$ cat config.mk
export PLATFORM = sky130hd
export DESIGN_NAME = psc_accum
export DESIGN_NICKNAME = d
export VERILOG_FILES = /design/src/hw/rtl/psc_pkg.sv /design/src/hw/rtl/psc_accum.sv
export VERILOG_INCLUDE_DIRS = /design/src /design/src/hw/rtl
export SDC_FILE = /design/constraint.sdc
export NUM_CORES = 1
export LEC_CHECK = 0
export ABC_AREA = 0
export BUFFER_PORTS_ARGS = -buffer_cell sky130_fd_sc_hd__buf_4
export CORE_MARGIN = 2
export CORE_UTILIZATION = 60
export CTS_CLUSTER_DIAMETER = 30
export DETAILED_ROUTE_END_ITERATION = 12
export GPL_TIMING_DRIVEN = 0
export PLACE_DENSITY = 0.86
export SYNTH_ARGS = -nofsm -noshare
export SYNTH_HDL_FRONTEND = slang
export SYNTH_SLANG_ARGS = --single-unit
$ cat constraint.sdc
create_clock -name clk -period 7.15 [get_ports clk]
set_input_delay 1.43 -clock clk [delete_from_list [all_inputs] [get_ports clk]]
set_output_delay 1.43 -clock clk [all_outputs]
set_load 0.01 [all_outputs]
$ cat src/hw/rtl/page_signature_compare_core_macros.svh
// ----------------------------------------------------------------------------
// page_signature_compare_core_macros.svh
// Assertion macros shared by the page signature compare RTL.
// ----------------------------------------------------------------------------
`ifndef PAGE_SIGNATURE_COMPARE_CORE_MACROS_SVH
`define PAGE_SIGNATURE_COMPARE_CORE_MACROS_SVH

`ifndef SYNTHESIS

// Same-cycle implication, disabled during reset.
`define PSC_ASSERT_IMP(label, clk_i, rstn_i, ante, cons) \
    label: assert property (@(posedge clk_i) disable iff (!rstn_i) (ante) |-> (cons)) \
        else $error("psc assertion failed");

// Next-cycle implication, disabled during reset.
`define PSC_ASSERT_NXT(label, clk_i, rstn_i, ante, cons) \
    label: assert property (@(posedge clk_i) disable iff (!rstn_i) (ante) |=> (cons)) \
        else $error("psc assertion failed");

`else

`define PSC_ASSERT_IMP(label, clk_i, rstn_i, ante, cons)
`define PSC_ASSERT_NXT(label, clk_i, rstn_i, ante, cons)

`endif

`endif

$ cat src/hw/rtl/psc_pkg.sv
// ----------------------------------------------------------------------------
// psc_pkg
// Types, constants and helpers of the page signature compare block.
// ----------------------------------------------------------------------------
`default_nettype none

package psc_pkg;

    localparam int COUNT_W  = 16;
    localparam int STATUS_W = 10;
    localparam int SUM_W    = 22;
    localparam int FAIL_W   = 5;
    localparam int PCT_W    = 7;
    localparam int CIDX_W   = 2;
    localparam int CDATA_W  = 16;

    // Register indexes of the configuration channel
    localparam logic [CIDX_W-1:0] CFG_REL_PCT    = 2'd0;
    localparam logic [CIDX_W-1:0] CFG_ABS_THR    = 2'd1;
    localparam logic [CIDX_W-1:0] CFG_FAIL_LIMIT = 2'd2;

    localparam logic [PCT_W-1:0]   REL_PCT_RESET    = 7'd5;
    localparam logic [COUNT_W-1:0] ABS_THR_RESET    = 16'd6;
    localparam logic [FAIL_W-1:0]  FAIL_LIMIT_RESET = 5'd3;

    localparam logic [FAIL_W-1:0] FAIL_COUNT_MAX = 5'd31;

    // x / 100 for x < 2^29: (x * ceil(2^37 / 100)) >> 37 is exact
    localparam logic [30:0] DIV100_MULT  = 31'd1374389535;
    localparam int          DIV100_SHIFT = 37;

    typedef struct packed {
        logic [PCT_W-1:0]   rel_pct;
        logic [COUNT_W-1:0] abs_thr;
        logic [FAIL_W-1:0]  fail_limit;
    } psc_cfg_t;

    typedef struct packed {
        logic [COUNT_W-1:0]  count_a;
        logic [COUNT_W-1:0]  count_b;
        logic [STATUS_W-1:0] status_a;
        logic [STATUS_W-1:0] status_b;
        logic                text_a;
        logic                text_b;
        logic                last_bucket;
    } psc_item_t;

    // One evaluated bucket pair, ready for accumulation
    typedef struct packed {
        logic signed [COUNT_W:0] diff;
        logic [COUNT_W:0]        scale;
        logic                    fail;
        logic                    meta_diff;
        logic                    last;
    } psc_bucket_t;

    // Totals of one finished comparison
    typedef struct packed {
        logic signed [SUM_W-1:0] diff_sum;
        logic [SUM_W-1:0]        scale_sum;
        logic                    reject;
    } psc_final_t;

    function automatic logic [22:0] div100(input logic [28:0] x);
        logic [59:0] p;
        p = 60'(x) * 60'(DIV100_MULT);
        return p[59:DIV100_SHIFT];
    endfunction

endpackage

`default_nettype wire

$ cat src/hw/rtl/psc_accum.sv
// ----------------------------------------------------------------------------
// psc_accum
// Running sums and failed-bucket count; hands totals on at the last pair.
// ----------------------------------------------------------------------------
`default_nettype none
`include "page_signature_compare_core_macros.svh"

module psc_accum
    import psc_pkg::*;
(
    input  wire logic        clk,
    input  wire logic        rst_n,
    input  wire psc_cfg_t    cfg,
    input  wire logic        in_valid,
    output logic             in_ready,
    input  wire psc_bucket_t in_bucket,
    output logic             out_valid,
    input  wire logic        out_ready,
    output psc_final_t       out_final
);

    logic [FAIL_W-1:0]       fail_count_reg, fail_count_next;
    logic signed [SUM_W-1:0] diff_sum_reg, diff_sum_next;
    logic [SUM_W-1:0]        scale_sum_reg, scale_sum_next;
    logic                    already_failed_reg, already_failed_next;

    logic                    fin_valid_reg, fin_valid_next;
    psc_final_t              fin_reg;
    logic                    fin_ready;
    logic                    take;

    logic [FAIL_W-1:0]       fc_upd;
    logic                    af_upd;
    logic signed [SUM_W:0]   diff_wide;
    logic signed [SUM_W-1:0] diff_upd;
    logic [SUM_W:0]          scale_wide;
    logic [SUM_W-1:0]        scale_upd;

    assign fin_ready = !fin_valid_reg || out_ready;
    assign in_ready  = !in_bucket.last || fin_ready;
    assign take      = in_valid && in_ready;

    always_comb
    begin
        fc_upd = fail_count_reg;
        af_upd = already_failed_reg;
        if (in_bucket.fail)
        begin
            if (fail_count_reg != FAIL_COUNT_MAX)
            begin
                fc_upd = fail_count_reg + 5'd1;
            end
            af_upd = already_failed_reg || (fc_upd > cfg.fail_limit);
        end

        // Saturate the signed sum on overflow of the top bit
        diff_wide = (SUM_W + 1)'(diff_sum_reg) + (SUM_W + 1)'(in_bucket.diff);
        if (diff_wide[SUM_W] != diff_wide[SUM_W-1])
        begin
            diff_upd = diff_wide[SUM_W] ? {1'b1, {(SUM_W-1){1'b0}}}
                                        : {1'b0, {(SUM_W-1){1'b1}}};
        end
        else
        begin
            diff_upd = diff_wide[SUM_W-1:0];
        end

        scale_wide = {1'b0, scale_sum_reg} + (SUM_W + 1)'(in_bucket.scale);
        scale_upd  = scale_wide[SUM_W] ? {SUM_W{1'b1}} : scale_wide[SUM_W-1:0];
    end

    always_comb
    begin
        fail_count_next     = fail_count_reg;
        diff_sum_next       = diff_sum_reg;
        scale_sum_next      = scale_sum_reg;
        already_failed_next = already_failed_reg;
        fin_valid_next      = fin_valid_reg;
        if (fin_ready)
        begin
            fin_valid_next = take && in_bucket.last;
        end
        if (take)
        begin
            if (in_bucket.last)
            begin
                // Clear the run for the next comparison
                fail_count_next     = '0;
                diff_sum_next       = '0;
                scale_sum_next      = '0;
                already_failed_next = 1'b0;
            end
            else
            begin
                fail_count_next     = fc_upd;
                diff_sum_next       = diff_upd;
                scale_sum_next      = scale_upd;
                already_failed_next = af_upd;
            end
        end
    end

    always_ff @(posedge clk or negedge rst_n)
    begin
        if (!rst_n)
        begin
            fail_count_reg     <= '0;
            diff_sum_reg       <= '0;
            scale_sum_reg      <= '0;
            already_failed_reg <= 1'b0;
            fin_valid_reg      <= 1'b0;
        end
        else
        begin
            fail_count_reg     <= fail_count_next;
            diff_sum_reg       <= diff_sum_next;
            scale_sum_reg      <= scale_sum_next;
            already_failed_reg <= already_failed_next;
            fin_valid_reg      <= fin_valid_next;
        end
    end

    always_ff @(posedge clk)
    begin
        if (take && in_bucket.last)
        begin
            fin_reg.diff_sum  <= diff_upd;
            fin_reg.scale_sum <= scale_upd;
            fin_reg.reject    <= af_upd || in_bucket.meta_diff;
        end
    end

    assign out_valid = fin_valid_reg;
    assign out_final = fin_reg;

    `PSC_ASSERT_IMP(a_failed_has_count, clk, rst_n, already_failed_reg, fail_count_reg != '0)
    `PSC_ASSERT_NXT(a_clear_after_last, clk, rst_n, take && in_bucket.last, fail_count_reg <= 5'd1)

endmodule

`default_nettype wire

==> results by group <==
Routing
  • Initial DRC Count: 344
  • Via density: 6.21
  • Post-route ant nets: 0
  • WL final: 14.0 mm
  • Via count: 4846
  • Remaining DRCs: 0
  • First-pass iteration count of the detailed router: 6
  • DR WL/cell: 17.9 um

Logic synthesis
  • Count leader, synth: nand2_1
  • Leading cell types by count after synthesis: nand2_1 (52), dfrtp_1 (51), edfxtp_1 (45), ha_1 (45), a21oi_1 (41)
  • Asr flop ratio synth: 0.531
  • Sequential element share of the synthesized area: 0.454
  • Area contributors post-synth: edfxtp_1 (23%), dfrtp_1 (22%), ha_1 (9.7%), xnor2_1 (3.8%), a21oi_1 (3.5%)
  • Synth top area share: 0.233
  • Netlist Area Pre-Place: 5790 um^2
  • Syn Area/Cell: 10.7 um^2
  • Netlist cell types: 56
  • Post-synth EDFFs: 45
  • Cells after synthesis: 543
  • Ys Warns: 0
  • Syn Nets: 659
  • Top FF cell, synth: dfrtp_1
  • Flops & latches, synth: 96
  • Synth area leader: edfxtp_1

Critical path
  • Crit Path Max Fanout: 10
  • CP Class: input pin to flip-flop
  • Slowest library cell on the worst path: clkbuf_1
  • R2R depth: 12
  • Startpoint types: input pin
  • WP data arrival: 4.83 ns
  • Setup crit end kind: flip-flop
  • CP required: 7.42 ns
  • Max incr delay on CP: 0.47 ns
  • Worst path cell trace: buf_4, ha_1, fa_1, a21o_1, a21oi_1, o31ai_1, o2111ai_1, nand3_1, nand2_1, clkbuf_1, clkbuf_1, nand2_1, a22o_1

Placement
  • # port buffers: 91
  • DP Area: 6660 um^2
  • RePlAce Congestion: 0.931
  • Post-DP HPWL: 9.98 mm

Cells and area
  • Fillers: 662
  • Post-layout net count: 762
  • Share of layout cells above drive strength 1: 0.192
  • N_diodes: 0
  • Number of flip-flops in the largest register: 45
  • Synth-to-layout area growth: 18.3%
  • Register area: 2630 um^2
  • Design Area, Final: 6850 um^2
  • Multi-input logic area: 3010 um^2

STA
  • Hold WS: 0.506 ns
  • Max Slew Vio Count: 0
  • Setup TNS: 0 ns
  • Clock skew: 0.0221 ns
  • Worst-Margin Slew: 0.700 ns
  • RSZ-0062 raised after global routing: no
  • Max Freq: 219 MHz
  • Hold Violations, Final: 0
  • Minimum clock period: 4.56 ns
  • Worst slew margin: 0.533
  • Setup violators final: 0
  • Crit share post-route: 0.637

Floorplan
  • Die Y: 102 um
  • Total core area: 9280 um^2
  • DIE WIDTH: 102 um
  • Num rows: 35
  • I/O pin count: 116
  • Die area: 10500 um^2
  • Initial Util: 0.624

Power and ir drop
  • Leakage power: 0.00310 uW
  • PwrDens: 419 nW/um^2
  • Peak VDD IR: 157 uV
  • Final Power: 2870 uW

Global routing
  • Global-route wire length before repair: 22.4 mm
  • Antenna violations before repair: 0
  • Largest net degree at the start of global routing: 52
  • Gr ovfl total: 0
  • All-Layer GR Usage: 0.273
  • Vias in the first global route: 4773

Clock network
  • H-Tree Depth: 3
  • # clock sinks: 96
  • CTS buffer count: 9
  • TritonCTS clock tree: yes
  • Skew-Pair Late Insertion Delay: 0.39 ns
  • Clock Tree Buf Depth: 2
  • Post-CTS Hold Fix Bufs: 0
  • Resize count post-CTS: 0
  • Clock-pin slew on the worst setup and hold paths: 0.10 ns
  • Root Driver: clkbuf_8
  • Setup bufs post-CTS: 0

Run
  • MaxCap Viol Count: 0

Outcome
  • Status: complete, no violations

Worst hold path
  • WHS Path Cells: 2
  • HP Class: flip-flop to flip-flop
[final timing paths]
| path | to | slack (ns) | start |
|---|---|---|---|
| min in group asynchronous | scale_sum_reg[5]$_DFFE_PN0P_ | 1.08 | rst_n |
| max in group asynchronous | diff_sum_reg[20]$_DFFE_PN0P_ | 5.58 | rst_n |
| max reg2reg | scale_sum_reg[10]$_DFFE_PN0P_ | 3.37 | scale_sum_reg[0]$_DFFE_PN0P_ |
| min | diff_sum_reg[21]$_DFFE_PN0P_ | 0.51 | diff_sum_reg[21]$_DFFE_PN0P_ |
| min reg2reg | diff_sum_reg[21]$_DFFE_PN0P_ | 0.51 | diff_sum_reg[21]$_DFFE_PN0P_ |
| max | scale_sum_reg[10]$_DFFE_PN0P_ | 2.59 | in_bucket[3] |
[logic make-up after synthesis]
group	count (synthesis)	synth area share
flip-flops	96	0.454
AO/OA/AOI/OAI	175	0.217
AND/OR/NAND/NOR	131	0.106
buffers and inverters	37	0.0270
XOR/XNOR	40	0.0618
adder cells (fa/ha/maj)	62	0.130
multiplexers	2	0.00389
[area by class of cell]
class,instances,area share
multi-input combinational,410,0.439
clock buffer,10,0.0201
inverter,14,0.00840
buffer,23,0.0144
tap,129,0.0236
clock inverter,6,0.00822
timing repair buffer,92,0.103
sequential,96,0.383
[through the flow]
| step | utilization | setup WS (ns) | instances |
|---|---|---|---|
| 6_report | 0.738 | 2.59 | 780 |
| 5_1_grt | 0.738 | 2.39 | 780 |
| 4_1_cts | 0.738 | 2.69 | 780 |
| 3_5_place_dp | 0.717 | 2.28 | 764 |
| 3_3_place_gp | 0.715 | 2.36 | 763 |
| 2_1_floorplan | - | 2.92 | 543 |
[placed cells by master, fill, tap and decap left out, drive strengths merged, types with 3 or more instances in the layout]
cell / instances
inv: 17
a22o: 14
nor3: 7
or3: 3
nor2: 19
clkbuf: 26
a211oi: 4
xnor2: 26
ha: 45
a211o: 3
o21ai: 24
a21oi: 42
and2: 3
buf: 99
nor4: 3
xor2: 14
dfrtp: 51
nand2b: 8
nand2: 52
or2: 3
a31oi: 10
o21bai: 4
maj3: 15
and3: 7
a221o: 19
nand3: 15
edfxtp: 45
a21o: 19
o21a: 6
o211ai: 12
nor2b: 7
[routing by layer]
| layer | wire length (um) | up-vias | global-route usage |
|---|---|---|---|
| li1 | - | 2273 | - |
| met1 | 6070 | 2298 | 0.373 |
| met2 | 6540 | 237 | 0.433 |
| met3 | 1050 | 38 | 0.0438 |
| met4 | 320 | 0 | 0.123 |
| met5 | 0 | - | 0 |
[critical path, delay by kind of cell]
family,cells,cell delay [ns]
compound gates,5,1.23
fa+ha+maj,2,0.63
simple gates,3,0.53
buf+inv,3,1.01
[power by group]
| group | internal, uW | total, uW | leakage (uW) | switching (uW) |
|---|---|---|---|---|
| Clock | 144 | 360 | 0.0000973 | 215 |
| Combinational | 697 | 1600 | 0.00192 | 898 |
| Sequential | 832 | 918 | 0.00108 | 86.4 |
| Total | 1670 | 2870 | 0.00310 | 1200 |
(Power assumes the default switching activity.)
