<file path="src/hw/rtl/page_signature_compare_core_macros.svh">
// ----------------------------------------------------------------------------
// page_signature_compare_core_macros.svh
// Assertion macros shared by the page signature compare RTL.
// ----------------------------------------------------------------------------
`ifndef PAGE_SIGNATURE_COMPARE_CORE_MACROS_SVH
`define PAGE_SIGNATURE_COMPARE_CORE_MACROS_SVH

`ifndef SYNTHESIS

// Same-cycle implication, disabled during reset.
`define PSC_ASSERT_IMP(label, clk_i, rstn_i, ante, cons) \
    label: assert property (@(posedge clk_i) disable iff (!rstn_i) (ante) |-> (cons)) \
        else $error("psc assertion failed");

// Next-cycle implication, disabled during reset.
`define PSC_ASSERT_NXT(label, clk_i, rstn_i, ante, cons) \
    label: assert property (@(posedge clk_i) disable iff (!rstn_i) (ante) |=> (cons)) \
        else $error("psc assertion failed");

`else

`define PSC_ASSERT_IMP(label, clk_i, rstn_i, ante, cons)
`define PSC_ASSERT_NXT(label, clk_i, rstn_i, ante, cons)

`endif

`endif

</file>
<file path="src/hw/rtl/psc_pkg.sv">
// ----------------------------------------------------------------------------
// psc_pkg
// Types, constants and helpers of the page signature compare block.
// ----------------------------------------------------------------------------
`default_nettype none

package psc_pkg;

    localparam int COUNT_W  = 16;
    localparam int STATUS_W = 10;
    localparam int SUM_W    = 22;
    localparam int FAIL_W   = 5;
    localparam int PCT_W    = 7;
    localparam int CIDX_W   = 2;
    localparam int CDATA_W  = 16;

    // Register indexes of the configuration channel
    localparam logic [CIDX_W-1:0] CFG_REL_PCT    = 2'd0;
    localparam logic [CIDX_W-1:0] CFG_ABS_THR    = 2'd1;
    localparam logic [CIDX_W-1:0] CFG_FAIL_LIMIT = 2'd2;

    localparam logic [PCT_W-1:0]   REL_PCT_RESET    = 7'd5;
    localparam logic [COUNT_W-1:0] ABS_THR_RESET    = 16'd6;
    localparam logic [FAIL_W-1:0]  FAIL_LIMIT_RESET = 5'd3;

    localparam logic [FAIL_W-1:0] FAIL_COUNT_MAX = 5'd31;

    // x / 100 for x < 2^29: (x * ceil(2^37 / 100)) >> 37 is exact
    localparam logic [30:0] DIV100_MULT  = 31'd1374389535;
    localparam int          DIV100_SHIFT = 37;

    typedef struct packed {
        logic [PCT_W-1:0]   rel_pct;
        logic [COUNT_W-1:0] abs_thr;
        logic [FAIL_W-1:0]  fail_limit;
    } psc_cfg_t;

    typedef struct packed {
        logic [COUNT_W-1:0]  count_a;
        logic [COUNT_W-1:0]  count_b;
        logic [STATUS_W-1:0] status_a;
        logic [STATUS_W-1:0] status_b;
        logic                text_a;
        logic                text_b;
        logic                last_bucket;
    } psc_item_t;

    // One evaluated bucket pair, ready for accumulation
    typedef struct packed {
        logic signed [COUNT_W:0] diff;
        logic [COUNT_W:0]        scale;
        logic                    fail;
        logic                    meta_diff;
        logic                    last;
    } psc_bucket_t;

    // Totals of one finished comparison
    typedef struct packed {
        logic signed [SUM_W-1:0] diff_sum;
        logic [SUM_W-1:0]        scale_sum;
        logic                    reject;
    } psc_final_t;

    function automatic logic [22:0] div100(input logic [28:0] x);
        logic [59:0] p;
        p = 60'(x) * 60'(DIV100_MULT);
        return p[59:DIV100_SHIFT];
    endfunction

endpackage

`default_nettype wire

</file>
<file path="src/hw/rtl/psc_verdict.sv">
// ----------------------------------------------------------------------------
// psc_verdict
// Total-difference check and the result register.
// ----------------------------------------------------------------------------
`default_nettype none
`include "page_signature_compare_core_macros.svh"

module psc_verdict
    import psc_pkg::*;
(
    input  wire logic        clk,
    input  wire logic        rst_n,
    input  wire psc_cfg_t    cfg,
    input  wire logic        in_valid,
    output logic             in_ready,
    input  wire psc_final_t  in_final,
    output logic             out_valid,
    input  wire logic        out_ready,
    output logic             same
);

    logic              v2_valid_reg, v2_valid_next;
    logic              res_valid_reg, res_valid_next;
    logic              res_ready;
    logic [28:0]       v2_prod_reg;
    logic [SUM_W-1:0]  v2_atot_reg, v2_atot_next;
    logic              v2_reject_reg;
    logic [22:0]       quot;
    logic              same_reg, same_next;

    assign res_ready = !res_valid_reg || out_ready;
    assign in_ready  = !v2_valid_reg || res_ready;

    always_comb
    begin
        v2_valid_next  = v2_valid_reg;
        res_valid_next = res_valid_reg;
        if (in_ready)
        begin
            v2_valid_next = in_valid;
        end
        if (res_ready)
        begin
            res_valid_next = v2_valid_reg;
        end

        v2_atot_next = in_final.diff_sum[SUM_W-1] ? SUM_W'(-in_final.diff_sum)
                                                   : in_final.diff_sum;
        quot      = div100(v2_prod_reg);
        same_next = !v2_reject_reg &&
                    !(24'(v2_atot_reg) > (24'(quot) + 24'd1));
    end

    always_ff @(posedge clk or negedge rst_n)
    begin
        if (!rst_n)
        begin
            v2_valid_reg  <= 1'b0;
            res_valid_reg <= 1'b0;
        end
        else
        begin
            v2_valid_reg  <= v2_valid_next;
            res_valid_reg <= res_valid_next;
        end
    end

    always_ff @(posedge clk)
    begin
        if (in_valid && in_ready)
        begin
            v2_prod_reg   <= 29'(in_final.scale_sum) * 29'(cfg.rel_pct);
            v2_atot_reg   <= v2_atot_next;
            v2_reject_reg <= in_final.reject;
        end
        if (v2_valid_reg && res_ready)
        begin
            same_reg <= same_next;
        end
    end

    assign out_valid = res_valid_reg;
    assign same      = same_reg;

    `PSC_ASSERT_NXT(a_v2_holds, clk, rst_n, v2_valid_reg && !res_ready, v2_valid_reg)

endmodule

`default_nettype wire
</file>
<file path="config.mk">
export PLATFORM = sky130hd
export DESIGN_NAME = psc_verdict
export DESIGN_NICKNAME = d
export VERILOG_FILES = /design/src/hw/rtl/psc_pkg.sv /design/src/hw/rtl/psc_verdict.sv
export VERILOG_INCLUDE_DIRS = /design/src /design/src/hw/rtl
export SDC_FILE = /design/constraint.sdc
export NUM_CORES = 1
export LEC_CHECK = 0
export ABC_AREA = 0
export BUFFER_PORTS_ARGS = -buffer_cell sky130_fd_sc_hd__buf_2
export CAP_MARGIN = 20
export CORE_UTILIZATION = 30
export CTS_BUF_LIST = sky130_fd_sc_hd__clkbuf_8
export CTS_CLUSTER_SIZE = 28
export DETAILED_ROUTE_END_ITERATION = 10
export GPL_TIMING_DRIVEN = 0
export HOLD_SLACK_MARGIN = 0.15
export SETUP_SLACK_MARGIN = 0.3
export SKIP_CTS_REPAIR_TIMING = 1
export SLEW_MARGIN = 10
export SYNTH_ARGS = -nofsm -noshare
export SYNTH_HDL_FRONTEND = slang
export SYNTH_SLANG_ARGS = --single-unit
</file>
<file path="constraint.sdc">
create_clock -name clk -period 22 [get_ports clk]
set_clock_uncertainty 0.15 [all_clocks]
set_input_delay 1.1 -clock clk [delete_from_list [all_inputs] [get_ports clk]]
set_output_delay 1.1 -clock clk [all_outputs]
set_load 0.05 [all_outputs]
</file>
==> results.md, run 1 <==
* Minimum clock period at between 10,000 and 15,000 ps
* Max FO, Critical Path at 8
* Vias after detailed routing at ~16,000
* Setup Viol. Count Final at 0
* Fin util at 32.7%
* Yosys warnings at 0
* Crit-path slowest cell: o41ai_1
* Chip Width at about 280 um
* Placed cells at between 3,000 and 4,000
* Post-synth EDFFs at 53
* Die height at around 280 um
* Site Rows at 99
* Startpoint types: register
* Maximum Capacitance Violations at 0
* Post-Synthesis Cells at between 2,000 and 2,500
* Post-synth ARST share at roughly 3.6%
* Largest net degree at the start of global routing at 29
* CTS tree: done
* Initial Utilization at a little under a third
* Hpwl dp at a little over 50,000 um
* Final WL at ~57,000 um
* GP Congestion at 0.903
* Final period util at 51.4%
* Setup repair after global routing missed its margin: no
* Setup crit end kind: register
* DR vias/cell at 4.63
* TNS Setup at 0 ps
* Area growth syn-to-layout at 7.13%
* Least-Margin Pin Slew at around 850 ps
* Antenna Cells at 0
* CTS Buf Count at 5
* Seq cells post-synth at 55
* Share of cells above drive strength 1 at 4.21%
* Cell Area, Synth at ~22,000 um^2
* Max reg flops at 29
* CTS Buffer Depth at 2
* FMAX at 88.5 MHz
* Pins Over Slew Limit at 0
* Area of the core at roughly 73,000 um^2
* I/O Buffers at 58
* Run status: finished, final reports clean
* Hold Vio Cnt, Final at 0
* CP arrival at approximately 11,000 ps
* Pre-Repair DR Iteration Count at 5
* CTS sink count at 55
* Syn_area_per_cell at between 9 and 10 um^2
* First-pass GRT wire length at 89,500 um
* Tightest Hold Check Type: primary input to asynchronous set/reset pin
* Die Area at 75,900 um^2
* Initial antenna violation count at 0
* Crit path from: v2_prod_reg[27]$_DFFE_PP_
* H-Tree Depth at 2
* Final #Nets at approximately 3,300
* Post-route insts no fill at ~3,400
* Vias in the first global route at around 16,000
* Worst-Skew Late Latency at 360 ps
* Slew margin rel. at around 43%
* Worst r2r src: v2_prod_reg[27]$_DFFE_PP_
* Synth unique cells at 78
* Delay of the slowest cell on the worst path at roughly 700 ps
* Crit-path most repeated cell: fa_1
* Seq/Total Area, Yosys at 7.31%
* Post-synth net total at around 3,300
* DRT iter0 DRCs at slightly below 800
* Worst path required time at about 22,000 ps
* Routed wire per std cell at 16.9 um
* Root Buffer: clkbuf_8
* Final ANT Viol Nets at 0
* Gr usage total at roughly 15%
* Total gr overflow at 0
* Remaining DRCs at 0
* Main synth FF type: edfxtp_1
* Critical setup path kind: register to register
* # IOs at 80
* Worst-path clk slew at 110 ps
==> area by class of cell <==
type                       count  area [um^2]
clock buffer                   5         68.8
fill                        7656        49400
tap                          959         1200
sequential                    55         1640
multi-input combinational   1605        18300
inverter                     646         2420
timing repair buffer          59          310
clock inverter                 3         20.0
buffer                        27          118
==> cell usage after synthesis, types with 3 or more instances <==
cell type  count  area (um^2)
a2111oi_0      3         26.3
a211o_1        3         26.3
a211oi_1       6         45.0
a21o_1        21          158
a21oi_1       70          350
a221oi_1       5         43.8
a31oi_1        6         37.5
a41oi_1        5         43.8
and2_1        59          369
and3_1         9         56.3
and4_1         8         70.1
buf_2          4         20.0
clkbuf_1      21         78.8
edfxtp_1      53         1590
fa_1         419         8390
ha_1         423         5290
inv_1        646         2420
nand2_1      167          627
nand2b_1      12         75.1
nand3_1       27          135
nand4_1       22          138
nor2_1        53          199
nor2b_1       11         68.8
nor3_1        23          115
nor4_1         9         56.3
o211ai_1      12         90.1
o21a_1        16          120
o21ai_0       51          255
o21bai_1       6         45.0
o31ai_1       12         90.1
o41ai_1        4         35.0
or2_2          7         43.8
or3_1          9         56.3
or4_1          3         22.5
xnor2_1       59          517
xor2_1        21          184
==> routing by layer <==
metal  wire (um)  share of wire (%)  track usage, %  up-vias
li1            -                  -               -     7501
met1       27400                 48            22.6     7698
met2       25900                 46            24.6      326
met3        2640                4.7            1.88       41
met4         803                1.4            2.85        0
met5           0                  0               0        -
==> critical path: cells and delay by family, from the launching register on <==
family	cells	cell delay, ps
AO/OA/AOI/OAI	9	3530
buffers and inverters	5	590
flip-flops	1	590
AND/OR/NAND/NOR	5	1100
adder cells (fa/ha/maj)	10	4760
XOR/XNOR	1	260
==> cells by family after synthesis <==
| logic type | Yosys count | share of synthesized area (%) |
|---|---|---|
| buf+inv | 673 | 11.3 |
| mux | 2 | 0.0948 |
| compound gates | 248 | 7.37 |
| xor+xnor | 81 | 3.19 |
| simple gates | 432 | 9.74 |
| fa+ha+maj | 842 | 61.0 |
| flops | 55 | 7.31 |
==> per-stage QoR <==
stage	area (um^2)	worst slack [ps]	hold slack [ps]
after floorplan	22400	12920	299
after global placement	23900	10760	342
after detailed placement	24000	10770	343
after CTS	24000	10680	330
after global routing	24000	10110	346
final	24000	10700	346
==> final timing paths <==
kind	end	slack, ps	cells after the start
setup / recovery	same$_DFFE_PP_	10700	30
hold / removal	out_valid$_DFFE_PN0P_	350	1
setup reg to reg	same$_DFFE_PP_	10700	30
hold reg to reg	out_valid$_DFFE_PN0P_	350	1
max in group asynchronous	v2_valid_reg$_DFFE_PN0N_	21240	1
min in group clk	out_valid$_DFFE_PN0P_	350	1
==> cells in the final DEF, fill, tap and decap left out, drive strengths merged, types with 53 or more instances in the layout <==
master / count
inv: 646
ha: 423
fa: 419
nand2: 167
a21oi: 70
buf: 65
xnor2: 59
and2: 59
nor2: 54
edfxtp: 53
o21ai: 53
Power of run 1 is not shown: default switching activity piles up to over one toggle a cycle in this logic, so the estimate is an artifact.
==> run 2, diff against run 1 <==
==> constraint.sdc (replaced) <==
create_clock -name clk -period 9.7 [get_ports clk]
set_clock_uncertainty 0.15 [all_clocks]
set_input_delay 0.485 -clock clk [delete_from_list [all_inputs] [get_ports clk]]
set_output_delay 0.485 -clock clk [all_outputs]
set_load 0.05 [all_outputs]
==> run 2 against run 1 <==
Effect of this change:
- the run now ends with setup timing left
- die area is the same
- critical endpoint unchanged
- sequential share of layout area shrank 0.40 points
- cell area grew 6.2%
- global-route usage is the same
- flip-flop and latch count is the same
- register-to-register slack lost 11000 ps
- count of clock-buffer cells in the layout is the same
- first-iteration DRC count shrank 5.8%
- routed wire length grew 3.1%
- hold slack lost 160 ps
- critical path depth grew 2
- fmax grew 15%
==> results.md, run 2 (synthesis gave the netlist of run 1 again) <==
* Worst r2r src: v2_prod_reg[13]$_DFFE_PP_
* R2R depth at 32
* Initial antenna violation count at 0
* Slack of the worst reg-to-reg path at -140 ps
* CTS Buf Count at 5
* Vias in the first global route at roughly 16,000
* CTS sink count at 55
* FMAX at 102 MHz
* Delay of the slowest cell on the worst path at around 660 ps
* Worst path required time at 9720 ps
* Top delay family on crit path: adder cells
* CP arrival at between 9000 and 10,000 ps
* Chip Width at about 280 um
* Least-Margin Pin Slew at 730 ps
* Final #Nets at 3,434
* H-Tree Depth at 2
* Initial Utilization at a little under a third
* R2R Path End: same$_DFFE_PP_
* Largest net degree at the start of global routing at 29
* Max FO, Critical Path at 7
* Die height at about 280 um
* Failing checks: setup timing
* Run status: finished with violations
* Final period util at 101%
* Die Area at around 76,000 um^2
* Post-route cell area at about 26,000 um^2
* Area growth syn-to-layout at 13.7%
* Total gr overflow at 0
* CTS tree: done
* Worst-Skew Late Latency at 360 ps
* Startpoint types: register
* Root Buffer: clkbuf_8
* Max reg flops at 29
* Setup repair after global routing missed its margin: yes
* Final WL at just under 60,000 um
* Tightest Hold Check Type: primary input to register
* Slew margin rel. at roughly half
* Remaining DRCs at 0
* Vias after detailed routing at between 15,000 and 20,000
* Most frequent cells in the layout: inv_1, ha_1, fa_1
* Worst hold stages at 2
* Crit-path slowest cell: fa_2
* Final ANT Viol Nets at 0
* Pre-Repair DR Iteration Count at 5
* TNS Setup at -135 ps
* Setup ws final at -135 ps
* CTS Buffer Depth at 2
* Setup crit end kind: register
* DRT iter0 DRCs at 725
* # IOs at 80
* Area post-placement at between 20,000 and 25,000 um^2
* Crit-path most repeated cell: fa_1
* Hold Vio Cnt, Final at 0
* DR vias/cell at between 4 and 5
* Setup Viol. Count Final at 1
* Area of the core at approximately 73,000 um^2
* Final Hold Slack at between 150 and 200 ps
* Instance count on the critical path at 32
* Placed cells at about 3,400
* Minimum clock period at around 10000 ps
* First-pass GRT wire length at roughly 90,000 um
* Post-route insts no fill at 3,475
* Hpwl dp at just over 50,000 um
* Pins Over Slew Limit at 0
* Commonest non-fill, non-tap cell in the layout: inv_1
* Worst-path clk slew at approximately 110 ps
* Antenna Cells at 0
* Worst min-delay path startpoint: in_valid
* WP buf/inv at 6
* Routed wire per std cell at roughly 17 um
* Share of cells above drive strength 1 at roughly an eighth
* GP Congestion at roughly 0.9
* I/O Buffers at 58
* Critical setup path kind: register to register
* Gr usage total at ~15%
* Site Rows at between 90 and 100
* Maximum Capacitance Violations at 0
* Hold Path End: v2_valid_reg$_DFFE_PN0N_
==> run 2: cell types whose count changed in the layout (fill, tap and decap cells not counted), sizes merged <==
cell / previous run / this run
dlygate4sd3: 0 / 2
buf: 65 / 179
==> run 2: metrics by stage <==
stage / util [%] / worst slack, ps
after floorplan: - / 621
after global placement: 32.6 / -1540
after detailed placement: 32.6 / -1530
after CTS: 32.7 / -1620
after global routing: 34.7 / -379
final: 34.7 / -135
==> run 2: layer usage <==
layer	global-route usage [%]	vias to the layer above	part of all wire [%]	wire length, um
li1	-	7736	-	-
met1	22.6	8016	48	27900
met2	24.6	334	46	27100
met3	1.88	36	4.7	2750
met4	2.85	0	1.3	757
met5	0	-	0	0
==> run 2: final cells by class <==
cell class / instances / area, um^2
flip-flops and latches: 55 / 1640
fillers: 7501 / 47900
repair buffers: 175 / 1190
inverters: 646 / 2430
clock buffers: 5 / 68.8
plain buffers: 27 / 139
multi-input cells: 1605 / 18800
clock inverters: 3 / 20.0
well taps: 959 / 1200
==> run 2: worst max path at each step <==
stage | from | end | slack [ps]
4_1_cts | v2_prod_reg[26]$_DFFE_PP_ | same$_DFFE_PP_ | -1620
3_5_place_dp | v2_prod_reg[26]$_DFFE_PP_ | same$_DFFE_PP_ | -1530
2_1_floorplan | v2_prod_reg[26]$_DFFE_PP_ | same$_DFFE_PP_ | 620
5_1_grt | v2_prod_reg[11]$_DFFE_PP_ | same$_DFFE_PP_ | -380
6_report | v2_prod_reg[13]$_DFFE_PP_ | same$_DFFE_PP_ | -140
3_3_place_gp | v2_prod_reg[26]$_DFFE_PP_ | same$_DFFE_PP_ | -1540
Power of run 2 is left out for the same reason.
