[src/hw/rtl/page_signature_compare_core_macros.svh]
// ----------------------------------------------------------------------------
// page_signature_compare_core_macros.svh
// Assertion macros shared by the page signature compare RTL.
// ----------------------------------------------------------------------------
`ifndef PAGE_SIGNATURE_COMPARE_CORE_MACROS_SVH
`define PAGE_SIGNATURE_COMPARE_CORE_MACROS_SVH

`ifndef SYNTHESIS

// Same-cycle implication, disabled during reset.
`define PSC_ASSERT_IMP(label, clk_i, rstn_i, ante, cons) \
    label: assert property (@(posedge clk_i) disable iff (!rstn_i) (ante) |-> (cons)) \
        else $error("psc assertion failed");

// Next-cycle implication, disabled during reset.
`define PSC_ASSERT_NXT(label, clk_i, rstn_i, ante, cons) \
    label: assert property (@(posedge clk_i) disable iff (!rstn_i) (ante) |=> (cons)) \
        else $error("psc assertion failed");

`else

`define PSC_ASSERT_IMP(label, clk_i, rstn_i, ante, cons)
`define PSC_ASSERT_NXT(label, clk_i, rstn_i, ante, cons)

`endif

`endif

[src/hw/rtl/psc_pkg.sv]
// ----------------------------------------------------------------------------
// psc_pkg
// Types, constants and helpers of the page signature compare block.
// ----------------------------------------------------------------------------
`default_nettype none

package psc_pkg;

    localparam int COUNT_W  = 16;
    localparam int STATUS_W = 10;
    localparam int SUM_W    = 22;
    localparam int FAIL_W   = 5;
    localparam int PCT_W    = 7;
    localparam int CIDX_W   = 2;
    localparam int CDATA_W  = 16;

    // Register indexes of the configuration channel
    localparam logic [CIDX_W-1:0] CFG_REL_PCT    = 2'd0;
    localparam logic [CIDX_W-1:0] CFG_ABS_THR    = 2'd1;
    localparam logic [CIDX_W-1:0] CFG_FAIL_LIMIT = 2'd2;

    localparam logic [PCT_W-1:0]   REL_PCT_RESET    = 7'd5;
    localparam logic [COUNT_W-1:0] ABS_THR_RESET    = 16'd6;
    localparam logic [FAIL_W-1:0]  FAIL_LIMIT_RESET = 5'd3;

    localparam logic [FAIL_W-1:0] FAIL_COUNT_MAX = 5'd31;

    // x / 100 for x < 2^29: (x * ceil(2^37 / 100)) >> 37 is exact
    localparam logic [30:0] DIV100_MULT  = 31'd1374389535;
    localparam int          DIV100_SHIFT = 37;

    typedef struct packed {
        logic [PCT_W-1:0]   rel_pct;
        logic [COUNT_W-1:0] abs_thr;
        logic [FAIL_W-1:0]  fail_limit;
    } psc_cfg_t;

    typedef struct packed {
        logic [COUNT_W-1:0]  count_a;
        logic [COUNT_W-1:0]  count_b;
        logic [STATUS_W-1:0] status_a;
        logic [STATUS_W-1:0] status_b;
        logic                text_a;
        logic                text_b;
        logic                last_bucket;
    } psc_item_t;

    // One evaluated bucket pair, ready for accumulation
    typedef struct packed {
        logic signed [COUNT_W:0] diff;
        logic [COUNT_W:0]        scale;
        logic                    fail;
        logic                    meta_diff;
        logic                    last;
    } psc_bucket_t;

    // Totals of one finished comparison
    typedef struct packed {
        logic signed [SUM_W-1:0] diff_sum;
        logic [SUM_W-1:0]        scale_sum;
        logic                    reject;
    } psc_final_t;

    function automatic logic [22:0] div100(input logic [28:0] x);
        logic [59:0] p;
        p = 60'(x) * 60'(DIV100_MULT);
        return p[59:DIV100_SHIFT];
    endfunction

endpackage

`default_nettype wire

[src/hw/rtl/psc_bucket_eval.sv]
// ----------------------------------------------------------------------------
// psc_bucket_eval
// Input register and two stages that flag a failed bucket pair.
// ----------------------------------------------------------------------------
`default_nettype none
`include "page_signature_compare_core_macros.svh"

module psc_bucket_eval
    import psc_pkg::*;
(
    input  wire logic        clk,
    input  wire logic        rst_n,
    input  wire psc_cfg_t    cfg,
    input  wire logic        in_valid,
    output logic             in_ready,
    input  wire psc_item_t   in_item,
    output logic             out_valid,
    input  wire logic        out_ready,
    output psc_bucket_t      out_bucket
);

    logic s1_valid_reg, s1_valid_next;
    logic s2_valid_reg, s2_valid_next;
    logic s3_valid_reg, s3_valid_next;
    logic s2_ready, s3_ready;

    psc_item_t s1_item_reg;

    logic signed [COUNT_W:0] s2_diff_reg, s2_diff_next;
    logic [COUNT_W-1:0]      s2_adiff_reg, s2_adiff_next;
    logic [COUNT_W:0]        s2_scale_reg, s2_scale_next;
    logic [23:0]             s2_prod_reg, s2_prod_next;
    logic                    s2_abs_fail_reg, s2_abs_fail_next;
    logic                    s2_meta_reg, s2_meta_next;
    logic                    s2_last_reg;

    psc_bucket_t s3_bucket_reg, s3_bucket_next;
    logic [22:0] s3_quot;

    assign s3_ready = !s3_valid_reg || out_ready;
    assign s2_ready = !s2_valid_reg || s3_ready;
    assign in_ready = !s1_valid_reg || s2_ready;

    always_comb
    begin
        s1_valid_next = s1_valid_reg;
        s2_valid_next = s2_valid_reg;
        s3_valid_next = s3_valid_reg;
        if (in_ready)
        begin
            s1_valid_next = in_valid;
        end
        if (s2_ready)
        begin
            s2_valid_next = s1_valid_reg;
        end
        if (s3_ready)
        begin
            s3_valid_next = s2_valid_reg;
        end
    end

    // Stage 2: difference, sum, sum times percent, absolute-threshold and metadata checks
    always_comb
    begin
        s2_diff_next  = $signed({1'b0, s1_item_reg.count_a}) -
                        $signed({1'b0, s1_item_reg.count_b});
        s2_adiff_next = s2_diff_next[COUNT_W] ? COUNT_W'(-s2_diff_next)
                                              : s2_diff_next[COUNT_W-1:0];
        s2_scale_next = {1'b0, s1_item_reg.count_a} + {1'b0, s1_item_reg.count_b};
        s2_prod_next  = 24'(s2_scale_next) * 24'(cfg.rel_pct);
        s2_abs_fail_next = s2_adiff_next > cfg.abs_thr;
        s2_meta_next  = (s1_item_reg.status_a != s1_item_reg.status_b) ||
                        (s1_item_reg.text_a != s1_item_reg.text_b);
    end

    // Stage 3: divide by 100 and compare against the relative bound
    always_comb
    begin
        s3_quot = div100(29'(s2_prod_reg));
        s3_bucket_next.diff      = s2_diff_reg;
        s3_bucket_next.scale     = s2_scale_reg;
        s3_bucket_next.fail      = s2_abs_fail_reg ||
                                   (24'(s2_adiff_reg) > (24'(s3_quot) + 24'd1));
        s3_bucket_next.meta_diff = s2_meta_reg;
        s3_bucket_next.last      = s2_last_reg;
    end

    always_ff @(posedge clk or negedge rst_n)
    begin
        if (!rst_n)
        begin
            s1_valid_reg <= 1'b0;
            s2_valid_reg <= 1'b0;
            s3_valid_reg <= 1'b0;
        end
        else
        begin
            s1_valid_reg <= s1_valid_next;
            s2_valid_reg <= s2_valid_next;
            s3_valid_reg <= s3_valid_next;
        end
    end

    always_ff @(posedge clk)
    begin
        if (in_valid && in_ready)
        begin
            s1_item_reg <= in_item;
        end
        if (s1_valid_reg && s2_ready)
        begin
            s2_diff_reg     <= s2_diff_next;
            s2_adiff_reg    <= s2_adiff_next;
            s2_scale_reg    <= s2_scale_next;
            s2_prod_reg     <= s2_prod_next;
            s2_abs_fail_reg <= s2_abs_fail_next;
            s2_meta_reg     <= s2_meta_next;
            s2_last_reg     <= s1_item_reg.last_bucket;
        end
        if (s2_valid_reg && s3_ready)
        begin
            s3_bucket_reg <= s3_bucket_next;
        end
    end

    assign out_valid  = s3_valid_reg;
    assign out_bucket = s3_bucket_reg;

    `PSC_ASSERT_NXT(a_s3_holds, clk, rst_n, s3_valid_reg && !out_ready, s3_valid_reg)

endmodule

`default_nettype wire

[config.mk]
export PLATFORM = sky130hd
export DESIGN_NAME = psc_bucket_eval
export DESIGN_NICKNAME = d
export VERILOG_FILES = /design/src/hw/rtl/psc_pkg.sv /design/src/hw/rtl/psc_bucket_eval.sv
export VERILOG_INCLUDE_DIRS = /design/src /design/src/hw/rtl
export SDC_FILE = /design/constraint.sdc
export NUM_CORES = 1
export LEC_CHECK = 0
export ABC_AREA = 1
export BUFFER_PORTS_ARGS = -buffer_cell sky130_fd_sc_hd__buf_2
export CAP_MARGIN = 40
export CORE_MARGIN = 8
export CORE_UTILIZATION = 55
export DETAILED_ROUTE_END_ITERATION = 7
export PLACE_DENSITY = 0.81
export SYNTH_ARGS = -nofsm -noshare
export SYNTH_HDL_FRONTEND = slang
export SYNTH_SLANG_ARGS = --single-unit
[constraint.sdc]
create_clock -name clk -period 7.1 [get_ports clk]
set_clock_uncertainty 0.2 [all_clocks]
set_input_delay 0.71 -clock clk [delete_from_list [all_inputs] [get_ports clk]]
set_output_delay 0.71 -clock clk [all_outputs]
set_load 0.1 [all_outputs]
==> run summary, run 1 <==
Once detailed placement completed, the half-perimeter wirelength came to 61.7 mm. The register with the most flip-flops in the layout has 55 of them. Final hold analysis gives a worst-case slack of 0.223 ns.

The actual slew at the worst max-slew pin was 0.587 ns; the number of placed I/O pins was 126. For this run, the post-layout net count is 4,190. Yosys mapped a number of flops with a built-in enable equal to 166.

Synthesis produced a netlist whose cell count is 2,914. The area of the mapped netlist is 25,200 µm². Timing analysis after detailed placement gives a worst setup slack of -0.874 ns. The violation count after the first detailed-route iteration is 1,685, and the number of buffers created by CTS is 17.

The final reports fail on negative setup slack. Share of the cycle needed by the critical path after routing: 112%. The run gives 7.98 ns as the arrival time reported for the critical path endpoint.

Clock tree synthesis selected as its root buffer the cell sky130_fd_sc_hd__clkbuf_16. The post-route minimum period works out to 7.97 ns. Global routing used 5.33% of the available met3 tracks. The worst setup path is launched from a register. Each instance of the synthesized netlist takes up on average 8.65 µm². The clock sink count came out at 169. During synthesis, Yosys emitted a total of 0 warnings. The first global-routing pass estimated 116 mm of wire. Entering global routing, the biggest net connects 58 pins.

For the worst-skew pair, the clock arrives at the later sink with an insertion delay of 0.45 ns. The die is 230 µm wide. The worst setup path is captured at a register. The average wire per standard cell works out to 18.3 µm. The effective utilization at floorplan was 55.7%; the total wire length after detailed routing was 73.7 mm. The most frequent cell on the critical path was sky130_fd_sc_hd__inv_2. The vertical die dimension works out to 230 µm. Across every metal layer, demand over resource in global routing totals 27.9%. The tools report the routability congestion estimate from global placement as 1.03.

For the via count of the first global-routing pass, the log shows 22,357. Along the worst path, the maximum fanout reaches 6. TritonCTS built the clock tree. The class of the most critical setup path is reg -> reg. The area growth from synthesis to layout is 20.6%. The core region is 45,300 µm². The flow ran to the end, but the final reports show violations. Headroom to the max-slew limit came out at 60.9%.

CTS built an H-tree with a depth of 4. Global routing used 33.7% of the available met1 tracks. Library cell contributing the largest single delay on the critical path: sky130_fd_sc_hd__fa_2.

The met2 track demand over resource in global routing is 47.3%. The initial antenna violation count was 1; the required time of the critical path was 7.12 ns. Buffer depth of the longest clock path: 2. The largest single stage delay on the critical path is 0.59 ns.

For the upper clock frequency limit, the log shows 0.126 GHz. In this run the remaining antenna-violating nets after routing total 0. The initialized floorplan defines 78 standard-cell rows. The overflow left after global routing was 0; the final-report hold violation count was 0. The pre-antenna-repair detailed-routing pass consisted of 8 iterations. Counting every net in the synthesized netlist gives 3,700. Port buffering added 120 buffers. The post-detailed-route via-to-cell ratio works out to 5.27.

The run gives 0 as the max-slew violation count. The detailed router placed 21,156 vias in this run. The share of final-layout standard cells stronger than drive strength 1 is 21.2%. Setup repair after global routing could not meet its margin everywhere. met2 is the most crowded layer.

The die covers 52,900 µm². The count of distinct cell types in the synthesized netlist is 50. For the worst setup slack after layout, the log shows -0.867 ns. After clock tree synthesis, the clock-pin slew on the worst setup and hold paths is 0.08 ns.

Synthesis inferred 169 register bits. Sequential element share of the synthesized area: 20.1%. The prevailing post-synth register cell is sky130_fd_sc_hd__edfxtp_1. The tightest min-delay check is of the reg -> reg type. The final total negative setup slack was -0.867 ns; the proportion of synthesized flip-flops having asynchronous set or reset was 1.78%. The total of endpoints with negative setup slack in the final report was 1. The post-detailed-route DRC marker count is 0. The tool flagged a number of max-cap violations equal to 0.
-- metrics by stage --
stage	util, %	instance area [µm²]	cells
after detailed placement	64.8	29300	3963
after global placement	64.7	29300	3961
after CTS	66.5	30100	4007
final	67.2	30400	4018
after floorplan	-	25400	2914
after global routing	67.2	30400	4018
-- cells by family after synthesis --
| logic type | Yosys count | share of synthesized area, % |
|---|---|---|
| buffers and inverters | 811 | 12.1 |
| xor gates and xnor gates | 72 | 2.59 |
| adders and majority gates | 699 | 44.5 |
| DFF | 169 | 20.1 |
| and+or+nand+nor | 987 | 16.8 |
| AOI/OAI and AO/OA | 176 | 3.93 |
-- final cells by class --
cell class              count  area (µm²)
multi-input cells        1934       17600
fillers                  3411       14900
flip-flops and latches    169        5060
repair buffers            490        3420
inverters                 792        2970
well taps                 600         751
clock buffers              17         425
clock inverters            15         180
diodes                      1        2.50
-- layout by cell type (no fill, tap or decap), types with 4 or more instances in the layout --
cell | Yosys | routed
sky130_fd_sc_hd__xor2_1 | 59 | 59
sky130_fd_sc_hd__a31oi_1 | 7 | 7
sky130_fd_sc_hd__o21ai_1 | 2 | 4
sky130_fd_sc_hd__xnor2_1 | 10 | 9
sky130_fd_sc_hd__a21oi_1 | 97 | 88
sky130_fd_sc_hd__ha_4 | 0 | 15
sky130_fd_sc_hd__nor4_1 | 8 | 5
sky130_fd_sc_hd__o21bai_1 | 7 | 6
sky130_fd_sc_hd__fa_1 | 329 | 311
sky130_fd_sc_hd__edfxtp_1 | 166 | 166
sky130_fd_sc_hd__fa_2 | 0 | 18
sky130_fd_sc_hd__inv_1 | 782 | 762
sky130_fd_sc_hd__nor2_4 | 5 | 12
sky130_fd_sc_hd__nand2_4 | 0 | 4
sky130_fd_sc_hd__buf_4 | 3 | 366
sky130_fd_sc_hd__nor2_2 | 16 | 32
sky130_fd_sc_hd__or2_2 | 10 | 10
sky130_fd_sc_hd__clkinv_8 | 0 | 6
sky130_fd_sc_hd__nand2_1 | 629 | 606
sky130_fd_sc_hd__a21o_1 | 5 | 5
sky130_fd_sc_hd__nor3_2 | 8 | 10
sky130_fd_sc_hd__buf_2 | 3 | 120
sky130_fd_sc_hd__nor2_1 | 130 | 107
sky130_fd_sc_hd__a21oi_2 | 1 | 9
sky130_fd_sc_hd__nand3_2 | 4 | 7
sky130_fd_sc_hd__o21ai_0 | 38 | 36
sky130_fd_sc_hd__ha_1 | 370 | 353
sky130_fd_sc_hd__and2_1 | 9 | 8
sky130_fd_sc_hd__inv_2 | 10 | 29
sky130_fd_sc_hd__clkbuf_16 | 0 | 17
sky130_fd_sc_hd__nand4_1 | 36 | 36
sky130_fd_sc_hd__nor3_1 | 21 | 19
sky130_fd_sc_hd__nand2_2 | 16 | 35
sky130_fd_sc_hd__nand3_1 | 88 | 85
-- path summary, 6_finish.rpt --
kind	from	to	slack (ns)	cells past startpoint
worst max register to register	s2_prod_reg[21]$_DFFE_PP_	out_bucket[2]$_DFFE_PP_	-0.87	41
max in group asynchronous	rst_n	s2_valid_reg$_DFFE_PN0P_	6.19	2
worst min register to register	s2_scale_reg[4]$_DFFE_PP_	out_bucket[7]$_DFFE_PP_	0.22	0
worst max-delay path	s2_prod_reg[21]$_DFFE_PP_	out_bucket[2]$_DFFE_PP_	-0.87	41
worst min-delay path	s2_scale_reg[4]$_DFFE_PP_	out_bucket[7]$_DFFE_PP_	0.22	0
min in group asynchronous	rst_n	s1_valid_reg$_DFFE_PN0N_	0.40	2
-- routing by layer --
metal  vias to the layer above  routed length [µm]
li1                       9918                   -
met2                      1014               35200
met1                     10006               28400
met5                         -                   0
met4                         0                3980
met3                       218                6060
-- critical path, delay by kind of cell, from the launching register on --
kind                     cells  cell delay, ns
adder cells (fa/ha/maj)     10            4.38
AND/OR/NAND/NOR             20            1.72
buffers and inverters        7            0.45
flip-flops                   1            0.42
AO/OA/AOI/OAI                3            0.41
XOR/XNOR                     1            0.14
-- repair_timing --
action | in CTS | in global routing
setup endpoints to repair | 1 | 5
hold endpoints to repair | 3 | 0
resized for setup | 13 | 72
buffers inserted | 11 | 10
pin swaps | 12 | 48
hold buffers | 1 | 0
-- cell usage after synthesis (3+ instances only) --
| cell | n | area, µm² |
|---|---|---|
| sky130_fd_sc_hd__inv_1 | 782 | 2940 |
| sky130_fd_sc_hd__nand2_1 | 629 | 2360 |
| sky130_fd_sc_hd__ha_1 | 370 | 4630 |
| sky130_fd_sc_hd__fa_1 | 329 | 6590 |
| sky130_fd_sc_hd__edfxtp_1 | 166 | 4980 |
| sky130_fd_sc_hd__nor2_1 | 130 | 488 |
| sky130_fd_sc_hd__a21oi_1 | 97 | 485 |
| sky130_fd_sc_hd__nand3_1 | 88 | 440 |
| sky130_fd_sc_hd__xor2_1 | 59 | 517 |
| sky130_fd_sc_hd__o21ai_0 | 38 | 190 |
| sky130_fd_sc_hd__nand4_1 | 36 | 225 |
| sky130_fd_sc_hd__nor3_1 | 21 | 105 |
| sky130_fd_sc_hd__nand2_2 | 16 | 100 |
| sky130_fd_sc_hd__nor2_2 | 16 | 100 |
| sky130_fd_sc_hd__clkbuf_1 | 13 | 48.8 |
| sky130_fd_sc_hd__inv_2 | 10 | 37.5 |
| sky130_fd_sc_hd__or2_2 | 10 | 62.6 |
| sky130_fd_sc_hd__xnor2_1 | 10 | 87.6 |
| sky130_fd_sc_hd__and2_1 | 9 | 56.3 |
| sky130_fd_sc_hd__nor3_2 | 8 | 80.1 |
| sky130_fd_sc_hd__nor4_1 | 8 | 50.1 |
| sky130_fd_sc_hd__a31oi_1 | 7 | 43.8 |
| sky130_fd_sc_hd__o21bai_1 | 7 | 52.6 |
| sky130_fd_sc_hd__a21o_1 | 5 | 37.5 |
| sky130_fd_sc_hd__nor2_4 | 5 | 56.3 |
| sky130_fd_sc_hd__nand3_2 | 4 | 40.0 |
| sky130_fd_sc_hd__buf_2 | 3 | 15.0 |
| sky130_fd_sc_hd__buf_4 | 3 | 22.5 |
| sky130_fd_sc_hd__dfrtp_1 | 3 | 75.1 |
| sky130_fd_sc_hd__o211ai_1 | 3 | 22.5 |
| sky130_fd_sc_hd__o31ai_1 | 3 | 22.5 |
| sky130_fd_sc_hd__xor2_2 | 3 | 48.8 |
Power of run 1 is not shown: default switching activity piles up to over one toggle a cycle in this logic, so the estimate is an artifact.
==> run 2: changes to the inputs <==
Settings changed: ABC_AREA 1 to 0.
==> run 2 against run 1 <==
- the flow still finishes with violations (negative setup slack)
- critical path depth down 10
- register-to-register slack lost 1.0 ns
- critical endpoint unchanged
- highest routed layer unchanged
- die area down 8.4%
- via count shrank 14%
- first-iteration DRC count fell by 15%
- setup slack worse by 1.0 ns
==> run summary, run 2 <==
The proportion of synthesized flip-flops having asynchronous set or reset works out to 1.78% (unchanged). The most frequent cell on the critical path was sky130_fd_sc_hd__fa_1 (was sky130_fd_sc_hd__inv_2). The signed area change from the synthesized netlist to the final layout was 25.6% (was 20.6%); the deepest level of the CTS H-tree was 4 (unchanged). For the count of distinct cell types in the synthesized netlist, the log shows 83 (was 50).

The sequential element share of the synthesized area was 22.1% (was 20.1%). The post-detailed-route via-to-cell ratio came out at 5.60 (was 5.27). For the via count of the routed design, the log shows 18,230 (was 21,156).

The post-place instance area came out at 27,100 µm² (was 29,300 µm²). The most instantiated library cell after synthesis is sky130_fd_sc_hd__inv_1 (unchanged). The run gives 0.47 ns (was 0.45 ns) as the later-pin clock latency in the skew report. The share of synthesized cell area in and, or, nand and nor gates works out to 8.89% (was 16.8%).

The die width came out at 220 µm (was 230 µm). The max-slew violation count is 0 (unchanged). Commonest cells after routing, fill and taps aside: sky130_fd_sc_hd__inv_1, sky130_fd_sc_hd__buf_4, sky130_fd_sc_hd__ha_1 (was sky130_fd_sc_hd__inv_1, sky130_fd_sc_hd__nand2_1, sky130_fd_sc_hd__buf_4). The logs give 2,962 (was 3,700) for the number of nets produced by synthesis and 62 (was 58) for the pin count of the biggest net entering global routing. The type of element capturing the critical path is a register (unchanged). The count of nets after finishing came out at 3,489 (was 4,190).

The biggest area consumer among synthesized cells was sky130_fd_sc_hd__fa_1 (unchanged). Count of buffers inserted at the top-level ports: 120 (unchanged). The endpoint of the worst hold path is out_bucket[12]$_DFFE_PP_ (was out_bucket[7]$_DFFE_PP_). Top area cells in the synthesized netlist: sky130_fd_sc_hd__fa_1, sky130_fd_sc_hd__edfxtp_1, sky130_fd_sc_hd__ha_1 (unchanged). The required time of the critical path came out at 7.12 ns (about the same). Detailed placer's ending HPWL: 56.4 mm (was 61.7 mm). The via count of the first global-routing pass was 19,614 (was 22,357); the area of the die was 48,500 µm² (was 52,900 µm²). The worst reg-to-reg setup slack is -1.90 ns (was -0.87 ns), and the share of the cycle needed by the critical path after routing is 127% (was 112%). The tools report the number of routed nets with antenna violations as 0 (unchanged). For the upper clock frequency limit, the log shows 0.111 GHz (was 0.126 GHz). The worst setup slack after layout is -1.90 ns (was -0.867 ns). For the warning count from the yosys run, the log shows 0 (unchanged). The run gives 2,176 (was 2,914) as the synthesized instance count.

Failing checks: negative setup slack (unchanged). TritonCTS built the clock tree. The portion of synthesized cell area occupied by the leading cell type is 28.7% (was 26.1%). For the remaining max-slew budget at the tightest pin, the log shows 36.9% (was 60.9%).

The overall fraction of global-route tracks in use is 28.9% (was 27.9%), and the adder-cell share of the synthesized area is 48.9% (was 44.5%). The number of enable flip-flop cells after synthesis works out to 166 (unchanged). Actual slew at the worst max-slew pin: 0.947 ns (was 0.587 ns). The synthesized area per cell was 10.5 µm² (was 8.65 µm²).

The post-synthesis sequential element count works out to 169 (unchanged). The library cell contributing the largest single delay on the critical path is sky130_fd_sc_hd__fa_2 (unchanged). Total iterations of the first detailed-routing run: 5 (was 8). Number of placed I/O pins: 126 (unchanged). The startpoint of the lowest-slack hold path is s2_scale_reg[9]$_DFFE_PP_ (was s2_scale_reg[4]$_DFFE_PP_).

The routability congestion estimate from global placement was 1.03 (about the same). The number of buffers created by CTS was 17 (unchanged). The tools report the total of endpoints with negative setup slack in the final report as 8 (was 1). Dominant combinational cell family by area after synthesis: adder cells (unchanged). The clock edge transition at the registers on the reported setup and hold paths was 0.07 ns (was 0.08 ns); the critical path's largest stage delay was 0.69 ns (was 0.59 ns). The tools report the cell area after layout as 28,800 µm² (was 30,400 µm²). The tools report the cell row count as 75 (was 78). The startpoint class of the critical path is a register (unchanged). The run gives 2,829 (was 3,411) as the number of fill cells in the layout.

The number of cells on the worst hold path was 0 (unchanged). Reg-to-reg startpoint: s2_prod_reg[9]$_DFFE_PP_ (was s2_prod_reg[21]$_DFFE_PP_). The maximum fanout along the worst path was 5 (was 6); the post-detailed-route DRC marker count was 0 (unchanged).

The flip-flop count of the largest register, all copies and words added works out to 55 (unchanged). The sum of buffers and inverters on the critical path was 5 (was 7); the arrival time reported for the critical path endpoint was 9.01 ns (was 7.98 ns). The flow ran to the end, but the final reports show violations. Setup repair after global routing could not meet its margin everywhere. The share of synthesized area spent on multiplexers works out to 0.131% (was 0%). The overflow left after global routing was 0 (unchanged). The vertical die dimension is 220 µm (was 230 µm), and the cell count of the worst reg-to-reg path is 31 (was 41). The post-route minimum period came out at 9.00 ns (was 7.97 ns).

The initial antenna violation count was 0 (was 1). The class of the most critical setup path is reg -> reg (unchanged). The run gives 0 (was 1) as the antenna cell count. The clock sink count came out at 169 (unchanged). For the violation count after the first detailed-route iteration, the log shows 1,427 (was 1,685). The tools report the clock root buffer as sky130_fd_sc_hd__clkbuf_16 (unchanged). The average wire per standard cell works out to 21.8 µm (was 18.3 µm). The total wire length after detailed routing is 71.0 mm (was 73.7 mm). Global-route wire length before repair: 106 mm (was 116 mm). The count of max-cap constraint violations came out at 0 (unchanged). The prevailing post-synth register cell was sky130_fd_sc_hd__edfxtp_1 (unchanged).

Most common library cells after synthesis: sky130_fd_sc_hd__inv_1, sky130_fd_sc_hd__ha_1, sky130_fd_sc_hd__fa_1, sky130_fd_sc_hd__edfxtp_1, sky130_fd_sc_hd__nand2_1 (was sky130_fd_sc_hd__inv_1, sky130_fd_sc_hd__nand2_1, sky130_fd_sc_hd__ha_1, sky130_fd_sc_hd__fa_1, sky130_fd_sc_hd__edfxtp_1). Area of the core: 41,600 µm² (was 45,300 µm²). The final-report hold violation count was 0 (unchanged). The fraction of the mapped netlist area in compound gates is 7.08% (was 3.93%). The tools report the effective utilization at floorplan as 55.2% (was 55.7%). The endpoint of the most critical register-to-register path was out_bucket[2]$_DFFE_PP_ (unchanged). The path category of the worst min-delay check was reg -> reg (unchanged).

The XOR/XNOR share of the synthesized area is 3.67% (was 2.59%). Most frequent standard cell in the layout excluding fill and tap cells: sky130_fd_sc_hd__inv_1 (unchanged). The share of final-layout standard cells stronger than drive strength 1 works out to 27.3% (was 21.2%). The area of the mapped netlist is 22,900 µm² (was 25,200 µm²), and the buffer depth of the longest clock path is 2 (unchanged). The top cell family by delay on the critical path was adder cells (unchanged).
-- run 2: cells by family (layout without fill, tap and decap cells) --
group                    Yosys count  count (layout)
multiplexers                       3               3
flip-flops                       169             169
AND/OR/NAND/NOR                  402             402
AO/OA/AOI/OAI                    246             246
adder cells (fa/ha/maj)          699             699
XOR/XNOR                          96              96
buffers and inverters            561            1101
-- run 2: layout make-up --
class | count | area (µm²) | area share, %
Clock inverter | 15 | 198 | 0.686
Timing Repair Buffer | 535 | 3800 | 13.2
Tap cell | 539 | 674 | 2.34
Inverter | 534 | 2000 | 6.96
Multi-Input combinational cell | 1446 | 16600 | 57.8
Clock buffer | 17 | 425 | 1.48
Sequential cell | 169 | 5060 | 17.6
-- run 2: worst max-delay path by stage --
stage	slack [ns]	endpoint	cells past startpoint	from
after global placement	-2.04	out_bucket[2]$_DFFE_PP_	31	s2_prod_reg[3]$_DFFE_PP_
after global routing	-2.21	out_bucket[2]$_DFFE_PP_	31	s2_prod_reg[9]$_DFFE_PP_
after floorplan	-1.69	out_bucket[2]$_DFFE_PP_	33	s2_prod_reg[22]$_DFFE_PP_
after detailed placement	-2.19	out_bucket[2]$_DFFE_PP_	31	s2_prod_reg[3]$_DFFE_PP_
after CTS	-1.82	out_bucket[2]$_DFFE_PP_	33	s2_prod_reg[19]$_DFFE_PP_
final	-1.90	out_bucket[2]$_DFFE_PP_	31	s2_prod_reg[9]$_DFFE_PP_
-- run 2: what timing repair did --
action                                  in CTS  in global routing
hold buffers                                 1                  0
resized for setup                           81                 91
endpoints found under the hold margin        3                  0
buffers inserted                            20                 17
endpoints found under the setup margin       8                 10
pin swaps                                   68                 70
-- run 2: stage by stage --
step	setup slack, ns	util [%]	TNS [ns]	hold slack [ns]	instances
floorplan	-1.69	-	-1.69	0.200	2176
global placement	-2.04	65.0	-2.37	0.204	3187
detailed placement	-2.19	65.1	-3.19	0.205	3189
CTS	-1.82	67.9	-1.82	0.212	3241
global route	-2.21	69.3	-4.81	0.211	3255
finish	-1.90	69.3	-2.68	0.215	3255
-- run 2: metal layers --
layer	share of wire (%)	GRT usage (%)	vias to the layer above
li1	-	-	8104
met1	37	34.7	9015
met2	50	50.4	863
met5	0	0	-
met3	6.9	4.57	248
met4	5.8	13.8	0
Power of run 2 is left out for the same reason.
